==> config.mk <==
export PLATFORM = sky130hd
export DESIGN_NAME = tlv8_fragment_merging_decoder
export DESIGN_NICKNAME = d
export VERILOG_FILES = /design/src/rtl/tlvd_pkg.sv /design/src/rtl/tlvd_front.sv /design/src/rtl/tlvd_queue.sv /design/src/rtl/tlvd_back.sv /design/src/rtl/tlv8_fragment_merging_decoder.sv
export SDC_FILE = /design/constraint.sdc
export NUM_CORES = 1
export LEC_CHECK = 0
export ABC_AREA = 1
export BUFFER_PORTS_ARGS = -buffer_cell sky130_fd_sc_hd__buf_2
export CORE_UTILIZATION = 40
export CTS_BUF_LIST = sky130_fd_sc_hd__clkbuf_8
export CTS_CLUSTER_DIAMETER = 80
export DETAILED_ROUTE_END_ITERATION = 10
export SLEW_MARGIN = 20
export SYNTH_ARGS = -nofsm -noshare
export SYNTH_HDL_FRONTEND = slang
export SYNTH_SLANG_ARGS = --single-unit
==> constraint.sdc <==
create_clock -name clk -period 16.9 [get_ports clk]
set_input_delay 1.69 -clock clk [delete_from_list [all_inputs] [get_ports clk]]
set_output_delay 1.69 -clock clk [all_outputs]
set_load 0.01 [all_outputs]
==> src/rtl/tlvd_pkg.sv <==
// Shared types and constants for the TLV8 fragment-merging decoder.
// Holds the channel payload structs, the queue entry and the queue status.
// No dependencies.
`default_nettype none

package tlvd_pkg;

  localparam int LENGTH_BITS = 16;
  localparam int LEN_W       = 16;
  localparam int Q_DEPTH     = 4;
  localparam int Q_PTR_W     = (Q_DEPTH > 1) ? $clog2(Q_DEPTH) : 1;
  localparam int Q_CNT_W     = $clog2(Q_DEPTH + 1);

  localparam logic [LEN_W-1:0] LEN_LIMIT =
    (LENGTH_BITS >= LEN_W) ? {LEN_W{1'b1}} : LEN_W'((64'd1 << LENGTH_BITS) - 64'd1);

  localparam logic [7:0] FRAGMENT_FULL = 8'd255;

  localparam logic KIND_VALUE    = 1'b0;
  localparam logic KIND_COMPLETE = 1'b1;
  localparam logic STAT_OK       = 1'b0;
  localparam logic STAT_TRUNC    = 1'b1;

  typedef struct packed {
    logic [7:0] data_byte;
    logic       end_of_stream;
  } tlvd_in_t;

  typedef struct packed {
    logic             result_kind;
    logic [7:0]       item_type;
    logic [7:0]       value_byte;
    logic [LEN_W-1:0] item_length;
    logic             status;
    logic             last_result;
  } tlvd_out_t;

  typedef struct packed {
    logic             en;
    logic [7:0]       item_type;
    logic [LEN_W-1:0] item_length;
    logic             status;
  } tlvd_report_t;

  // one transfer's worth of results, emitted in order: value, first, second
  typedef struct packed {
    logic         val_en;
    logic [7:0]   val_type;
    logic [7:0]   val_byte;
    tlvd_report_t first;
    tlvd_report_t second;
  } tlvd_entry_t;

  typedef struct packed {
    logic full;
    logic nonempty;
  } tlvd_qstat_t;

endpackage

`default_nettype wire

==> src/rtl/tlvd_front.sv <==
// Front end: parses the record stream one byte per transfer.
// Classifies each byte and pushes its result set into the queue. Uses tlvd_pkg.
`default_nettype none

module tlvd_front (
  input  wire                  clk,
  input  wire                  rst_n,
  input  wire                  in_valid,
  input  tlvd_pkg::tlvd_in_t   in_data,
  input  tlvd_pkg::tlvd_qstat_t q_stat,
  output logic                 in_stall,
  output logic                 push,
  output tlvd_pkg::tlvd_entry_t push_entry
);
  import tlvd_pkg::*;

  typedef enum logic [1:0] {
    PH_TYPE,
    PH_LEN,
    PH_VALUE
  } phase_t;

  phase_t           phase_r, phase_nxt;
  logic [7:0]       cur_type_r, cur_type_nxt;
  logic [7:0]       frag_len_r, frag_len_nxt;
  logic [7:0]       consumed_r, consumed_nxt;
  logic [LEN_W-1:0] merged_r, merged_nxt;
  logic             pend_r, pend_nxt;
  logic [7:0]       pend_type_r, pend_type_nxt;

  logic             accept;
  logic             do_close;
  logic [7:0]       close_flen;
  logic [LEN_W-1:0] close_mlen;
  logic [7:0]       cons_inc;
  logic [7:0]       b;
  tlvd_entry_t      ent;

  assign b        = in_data.data_byte;
  assign in_stall = q_stat.full;
  assign accept   = in_valid && !q_stat.full;
  assign cons_inc = consumed_r + 8'd1;

  always_comb begin
    phase_nxt     = phase_r;
    cur_type_nxt  = cur_type_r;
    frag_len_nxt  = frag_len_r;
    consumed_nxt  = consumed_r;
    merged_nxt    = merged_r;
    pend_nxt      = pend_r;
    pend_type_nxt = pend_type_r;
    ent           = '0;
    do_close      = 1'b0;
    close_flen    = frag_len_r;
    close_mlen    = merged_r;

    case (phase_r)
      PH_LEN: begin
        frag_len_nxt = b;
        consumed_nxt = 8'd0;
        if (b == 8'd0) begin
          do_close   = 1'b1;
          close_flen = b;
        end else begin
          phase_nxt = PH_VALUE;
        end
      end
      PH_VALUE: begin
        ent.val_en   = 1'b1;
        ent.val_type = cur_type_r;
        ent.val_byte = b;
        close_mlen   = (merged_r < LEN_LIMIT) ? merged_r + LEN_W'(1) : merged_r;
        merged_nxt   = close_mlen;
        consumed_nxt = cons_inc;
        if (cons_inc >= frag_len_r) begin
          do_close = 1'b1;
        end
      end
      default: begin
        if (pend_r && (b != pend_type_r)) begin
          ent.first.en          = 1'b1;
          ent.first.item_type   = pend_type_r;
          ent.first.item_length = merged_r;
          ent.first.status      = STAT_OK;
          merged_nxt            = '0;
        end
        pend_nxt     = 1'b0;
        cur_type_nxt = b;
        frag_len_nxt = 8'd0;
        consumed_nxt = 8'd0;
        phase_nxt    = PH_LEN;
      end
    endcase

    if (do_close) begin
      if (close_flen == FRAGMENT_FULL) begin
        pend_nxt      = 1'b1;
        pend_type_nxt = cur_type_r;
        merged_nxt    = close_mlen;
      end else begin
        ent.first.en          = 1'b1;
        ent.first.item_type   = cur_type_r;
        ent.first.item_length = close_mlen;
        ent.first.status      = STAT_OK;
        merged_nxt            = '0;
        pend_nxt              = 1'b0;
      end
      phase_nxt    = PH_TYPE;
      consumed_nxt = 8'd0;
    end

    if (in_data.end_of_stream) begin
      if (phase_nxt == PH_TYPE) begin
        if (pend_nxt) begin
          ent.second.en          = 1'b1;
          ent.second.item_type   = pend_type_nxt;
          ent.second.item_length = merged_nxt;
          ent.second.status      = STAT_OK;
        end
      end else begin
        ent.second.en          = 1'b1;
        ent.second.item_type   = cur_type_nxt;
        ent.second.item_length = merged_nxt;
        ent.second.status      = STAT_TRUNC;
      end
      phase_nxt     = PH_TYPE;
      cur_type_nxt  = 8'd0;
      frag_len_nxt  = 8'd0;
      consumed_nxt  = 8'd0;
      merged_nxt    = '0;
      pend_nxt      = 1'b0;
      pend_type_nxt = 8'd0;
    end
  end

  assign push       = accept && (ent.val_en || ent.first.en || ent.second.en);
  assign push_entry = ent;

  always_ff @(posedge clk) begin
    if (!rst_n) begin
      phase_r     <= PH_TYPE;
      cur_type_r  <= 8'd0;
      frag_len_r  <= 8'd0;
      consumed_r  <= 8'd0;
      merged_r    <= '0;
      pend_r      <= 1'b0;
      pend_type_r <= 8'd0;
    end else if (accept) begin
      phase_r     <= phase_nxt;
      cur_type_r  <= cur_type_nxt;
      frag_len_r  <= frag_len_nxt;
      consumed_r  <= consumed_nxt;
      merged_r    <= merged_nxt;
      pend_r      <= pend_nxt;
      pend_type_r <= pend_type_nxt;
    end
  end

endmodule

`default_nettype wire

==> src/rtl/tlvd_queue.sv <==
// Short queue of result sets between the front and back ends.
// Depth from tlvd_pkg::Q_DEPTH. Uses tlvd_pkg.
`default_nettype none

module tlvd_queue (
  input  wire                   clk,
  input  wire                   rst_n,
  input  wire                   push,
  input  tlvd_pkg::tlvd_entry_t push_entry,
  input  wire                   pop,
  output tlvd_pkg::tlvd_entry_t head,
  output tlvd_pkg::tlvd_qstat_t q_stat
);
  import tlvd_pkg::*;

  tlvd_entry_t        slot_r [Q_DEPTH];
  logic [Q_PTR_W-1:0] wr_ptr_r, wr_ptr_nxt;
  logic [Q_PTR_W-1:0] rd_ptr_r, rd_ptr_nxt;
  logic [Q_CNT_W-1:0] count_r, count_nxt;
  logic               do_push;
  logic               do_pop;

  assign q_stat.full     = (count_r == Q_CNT_W'(Q_DEPTH));
  assign q_stat.nonempty = (count_r != '0);
  assign do_push         = push && !q_stat.full;
  assign do_pop          = pop && q_stat.nonempty;
  assign head            = slot_r[rd_ptr_r];

  always_comb begin
    wr_ptr_nxt = wr_ptr_r;
    rd_ptr_nxt = rd_ptr_r;
    count_nxt  = count_r;
    if (do_push) begin
      wr_ptr_nxt = (wr_ptr_r == Q_PTR_W'(Q_DEPTH - 1)) ? '0 : wr_ptr_r + Q_PTR_W'(1);
    end
    if (do_pop) begin
      rd_ptr_nxt = (rd_ptr_r == Q_PTR_W'(Q_DEPTH - 1)) ? '0 : rd_ptr_r + Q_PTR_W'(1);
    end
    if (do_push && !do_pop) begin
      count_nxt = count_r + Q_CNT_W'(1);
    end else if (do_pop && !do_push) begin
      count_nxt = count_r - Q_CNT_W'(1);
    end
  end

  always_ff @(posedge clk) begin
    if (do_push) begin
      slot_r[wr_ptr_r] <= push_entry;
    end
  end

  always_ff @(posedge clk) begin
    if (!rst_n) begin
      wr_ptr_r <= '0;
      rd_ptr_r <= '0;
      count_r  <= '0;
    end else begin
      wr_ptr_r <= wr_ptr_nxt;
      rd_ptr_r <= rd_ptr_nxt;
      count_r  <= count_nxt;
    end
  end

endmodule

`default_nettype wire

==> src/rtl/tlvd_back.sv <==
// Back end: expands the queue head into result transfers, one per cycle while out_stall is low.
// Drives the output register and pops each entry after its last result. Uses tlvd_pkg.
`default_nettype none

module tlvd_back (
  input  wire                   clk,
  input  wire                   rst_n,
  input  tlvd_pkg::tlvd_entry_t head,
  input  tlvd_pkg::tlvd_qstat_t q_stat,
  output logic                  pop,
  input  wire                   out_stall,
  output logic                  out_valid,
  output tlvd_pkg::tlvd_out_t   out_data
);
  import tlvd_pkg::*;

  logic [1:0]   sel_r, sel_nxt;
  logic         out_valid_r;
  tlvd_out_t    out_data_r, out_data_nxt;
  logic [2:0]   present;
  logic [2:0]   avail;
  logic [2:0]   rest;
  logic [1:0]   pick;
  logic         last;
  logic         load;
  tlvd_report_t rep;

  assign present = {head.second.en, head.first.en, head.val_en};
  assign load    = !out_valid_r || !out_stall;

  always_comb begin
    case (sel_r)
      2'd0:    avail = present;
      2'd1:    avail = present & 3'b110;
      default: avail = present & 3'b100;
    endcase
    if (avail[0]) begin
      pick = 2'd0;
    end else if (avail[1]) begin
      pick = 2'd1;
    end else begin
      pick = 2'd2;
    end
    case (pick)
      2'd0:    rest = avail & 3'b110;
      2'd1:    rest = avail & 3'b100;
      default: rest = 3'b000;
    endcase
    last = (rest == 3'b000);
    rep  = (pick == 2'd1) ? head.first : head.second;

    out_data_nxt = '0;
    if (pick == 2'd0) begin
      out_data_nxt.result_kind = KIND_VALUE;
      out_data_nxt.item_type   = head.val_type;
      out_data_nxt.value_byte  = head.val_byte;
    end else begin
      out_data_nxt.result_kind = KIND_COMPLETE;
      out_data_nxt.item_type   = rep.item_type;
      out_data_nxt.item_length = rep.item_length;
      out_data_nxt.status      = rep.status;
    end
    out_data_nxt.last_result = last;

    sel_nxt = last ? 2'd0 : pick + 2'd1;
  end

  assign pop       = load && q_stat.nonempty && last;
  assign out_valid = out_valid_r;
  assign out_data  = out_data_r;

  always_ff @(posedge clk) begin
    if (!rst_n) begin
      out_valid_r <= 1'b0;
      sel_r       <= 2'd0;
    end else if (load) begin
      out_valid_r <= q_stat.nonempty;
      if (q_stat.nonempty) begin
        sel_r <= sel_nxt;
      end
    end
  end

  always_ff @(posedge clk) begin
    if (load && q_stat.nonempty) begin
      out_data_r <= out_data_nxt;
    end
  end

endmodule

`default_nettype wire

==> src/rtl/tlv8_fragment_merging_decoder.sv <==
// Top level of the TLV8 fragment-merging decoder.
// Joins tlvd_front, tlvd_queue and tlvd_back. Uses tlvd_pkg.
//
//   channel | direction | handshake           | payload
//   in      | input     | in_valid, in_stall  | in_data  (tlvd_in_t)
//   out     | output    | out_valid, out_stall| out_data (tlvd_out_t)
//
// The front end takes one byte per cycle while in_stall is low and pushes its result
// set into a four-entry queue; the back end issues one result per cycle from the
// queue head while out_stall is low. A byte yields at most two results.
// The first result passes through a queue slot and then the output register before out_valid rises.
// in_stall rises only when the queue is full.
// Reset clears parser state, queue pointers and the output valid.
`default_nettype none

module tlv8_fragment_merging_decoder (
  input  wire                 clk,
  input  wire                 rst_n,
  input  wire                 in_valid,
  output logic                in_stall,
  input  tlvd_pkg::tlvd_in_t  in_data,
  output logic                out_valid,
  input  wire                 out_stall,
  output tlvd_pkg::tlvd_out_t out_data
);
  import tlvd_pkg::*;

  tlvd_qstat_t q_stat;
  tlvd_entry_t push_entry;
  tlvd_entry_t head;
  logic        push;
  logic        pop;

  tlvd_front u_front (
    .clk        (clk),
    .rst_n      (rst_n),
    .in_valid   (in_valid),
    .in_data    (in_data),
    .q_stat     (q_stat),
    .in_stall   (in_stall),
    .push       (push),
    .push_entry (push_entry)
  );

  tlvd_queue u_queue (
    .clk        (clk),
    .rst_n      (rst_n),
    .push       (push),
    .push_entry (push_entry),
    .pop        (pop),
    .head       (head),
    .q_stat     (q_stat)
  );

  tlvd_back u_back (
    .clk       (clk),
    .rst_n     (rst_n),
    .head      (head),
    .q_stat    (q_stat),
    .pop       (pop),
    .out_stall (out_stall),
    .out_valid (out_valid),
    .out_data  (out_data)
  );

endmodule

`default_nettype wire

==> metrics.md <==
| Metric | Value |
|---|---|
| Max-cap viol count | 0 |
| Leakage Power | 6.74 nW |
| # DRC | 0 |
| R2R Setup Slk | 10.95 ns |
| YS warnings | 0 |
| Worst hold stages | 2 |
| Hold path start | u_back.sel_r[1] |
| Crit path max fanout | 96 |
| Synth top area share | 55.5% |
| Sequential area share after synthesis | 63.1% |
| CTS Sinks | 370 |
| Setup TNS | 0 ns |
| Vias per cell | 5.31 |
| Hold buffer count at cts | 0 |
| Half-perimeter wire length after placement | 25.2 mm |
| Detailed Route Iter0 Violations | 1158 |
| Synth area leader | edfxtp_1 |
| Die height | 206 um |
| Hold WC Path Type | reg2reg |
| Pwr Density | 137 mW/mm2 |
| Area Growth Syn to Fin | 10.9% |
| Setup bufs post-CTS | 0 |
| Largest net degree at the start of global routing | 97 |
| Final period util | 35.2% |
| RSZ-0062 raised after global routing | no |
| Post-Syn Area | 0.0166 mm2 |
| Worst path arrival time | 6.46 ns |
| Number of nets still failing antenna checks after routing | 0 |
| Initial antenna violation count | 1 |
| Worst skew pair latency | 0.64 ns |
| H-tree depth | 2 |
| Crit path kind | reg2reg |
| Ys async rst share | 0% |
| Worst flop-to-flop path endpoint | u_queue.count_r[2] |
| CTS Root Cell | clkbuf_8 |
| Final design area excluding fillers | 0.0184 mm2 |
| Initial core utilization | 40.6% |
| Die footprint | 0.0423 mm2 |
| Most common cell after layout, fill and taps aside | edfxtp_1 |
| Max-slew headroom | 29.7% |
| Drt pass-1 iters | 7 |
| Fin. max-slew vios | 0 |
| Vias in the first global route | 11500 |
| Die Wd | 206 um |
| Post_cts resized | 0 |
| Via count | 12100 |
| Measured slew at the worst slew-check pin | 1.05 ns |
| Peak supply drop | 0.0802 mV |
| Most frequent cells in the layout | edfxtp_1 (307), nand2_1 (283), nor2_1 (241) |
| Total global-route track usage | 20.0% |
| Syn nets | 1689 |
| WHS Endpoint | u_back.sel_r[1] |
| Worst Setup End Kind | register |
| Row count | 74 |
| I/O pin cnt | 50 |
| Placed Area | 0.0173 mm2 |
| Dpl ws | 10.95 ns |
| Setup-failing EPs final | 0 |
| GPL Wtd Cong | 0.879 |
| CTS tree | yes |
| Yosys cell types | 41 |
| First-pass GRT wire length | 64.8 mm |
| Total CTS buffers | 60 |
| WL/cell | 18.4 um |
| Worst reg2reg path depth | 22 |
| Layout cells sized above 1 | 11.4% |
| Hold Fails Final Rpt | 0 |
| Grt ovf | 0 |
| CTS Buffer Depth | 3 |
| Fmax | 0.168 GHz |
| Drt total wl | 41.8 mm |
| Input/output buffers | 49 |
| Skew final | 0.0220 ns |
| Status | finished, final reports clean |
| Register clock-pin slew on the reported worst setup and hold paths | 0.06 ns |
| Synth area leaders | edfxtp_1 (56%), dfxtp_1 (7.6%), nand2_1 (6.4%), o21ai_0 (5.9%), nor2_1 (5.6%) |
| Final net count | 1724 |
| Seq cells post-synth | 370 |
| Top_reg_cell synth | edfxtp_1 |
| Number of enable flip-flop cells after synthesis | 307 |
| Mapped Cells | 1655 |
| Crit path launch type | register |
| Data required, critical path | 17.41 ns |
| CORE AREA | 0.0409 mm2 |
| Synthesized area per cell | 10.0 um2 |
| Final worst setup slack | 10.95 ns |
| Overall power | 2.52 mW |
| Final min period | 5.95 ns |
-- kinds of logic after synthesis --
kind of cell	count (synthesis)	share of synthesized area (%)
adders and majority gates	21	1.63
xor gates and xnor gates	14	0.739
buffers and inverters	216	5.18
DFF	370	63.1
AOI/OAI and AO/OA	414	13.9
and+or+nand+nor	620	15.4
-- Yosys cell counts (all sizes together), types with 7 or more instances --
| master | number |
|---|---|
| dfxtp | 63 |
| nand3 | 51 |
| xor2 | 12 |
| a21oi | 90 |
| inv | 122 |
| o221ai | 8 |
| buf | 30 |
| clkbuf | 63 |
| nand4 | 12 |
| o21ai | 230 |
| a31oi | 17 |
| o211ai | 7 |
| a221o | 7 |
| edfxtp | 307 |
| o21a | 10 |
| nor2 | 253 |
| nand2 | 293 |
| o22ai | 44 |
| ha | 20 |
-- layout make-up --
class | count | area [um2]
Fill cell | 3845 | 22500
Clock buffer | 62 | 853
Timing Repair Buffer | 66 | 373
Tap cell | 532 | 666
Sequential cell | 370 | 10500
Clock inverter | 50 | 250
Inverter | 123 | 463
Multi-Input combinational cell | 1069 | 5310
Antenna cell | 2 | 5.00
-- power breakdown --
part	internal (mW)	switching (mW)	total, mW
sequential	1.11	0.0512	1.16
combinational	0.191	0.453	0.644
clock	0.357	0.355	0.712
total	1.66	0.860	2.52
-- per-stage QoR --
step	instances	util (%)	hold slack [ns]
2_1_floorplan	1655	-	0.445
3_3_place_gp	2160	42.3	0.457
6_report	2274	45.0	0.469
3_5_place_dp	2160	42.3	0.458
4_1_cts	2272	45.0	0.468
5_1_grt	2272	45.0	0.499
-- how the worst max path moves through the flow --
stage	slack [ns]	startpoint	to
6_report	10.95	register	u_queue.count_r[2]
5_1_grt	10.43	register	u_queue.count_r[2]
2_1_floorplan	10.75	in_data[8]	u_queue.slot_r[0][0]
3_3_place_gp	10.98	register	u_queue.count_r[2]
4_1_cts	10.94	register	u_queue.count_r[2]
3_5_place_dp	10.95	register	u_queue.count_r[2]
-- flip-flops by register name, summed over array words and instances, names as in the netlist, named ones only --
signal and flops:
u_queue.slot_r 272, u_back.out_data 35, u_front.merged_r 16, u_front.consumed_r 8
u_front.cur_type_r 8, u_front.frag_len_r 8, u_front.pend_type_r 8, u_queue.count_r 3
u_back.sel_r 2, u_front.phase_r 2, u_queue.rd_ptr_r 2, u_queue.wr_ptr_r 2
u_back.out_valid 1, u_front.pend_r 1
-- per-layer routing --
metal,vias up,global-route usage [%],wire (um)
li1,5818,-,-
met1,5810,29.3,19900
met2,373,30.2,18400
met3,69,3.17,2730
met4,0,6.53,783
met5,-,0,0
-- worst max-delay path, stage by stage (launching register included) --
cell and delay, ns:
dfxtp_4 0.85, clkinv_2 0.70, buf_4 0.63, nand2_1 0.16, nand3_1 0.09, nand3_1 0.13
inv_1 0.08, nand2_2 0.76, ha_1 0.33, clkinv_1 0.07, buf_4 0.30, nand2_1 0.13
nand3_1 0.11, nand2_1 0.14, nor2_2 0.06, inv_1 0.09, ha_1 0.15, inv_1 0.07
fa_1 0.44, a21oi_1 0.14, o21ai_0 0.11, o21ai_0 0.16, a21oi_1 0.06
No activity file was read; power rests on OpenSTA's default activity.
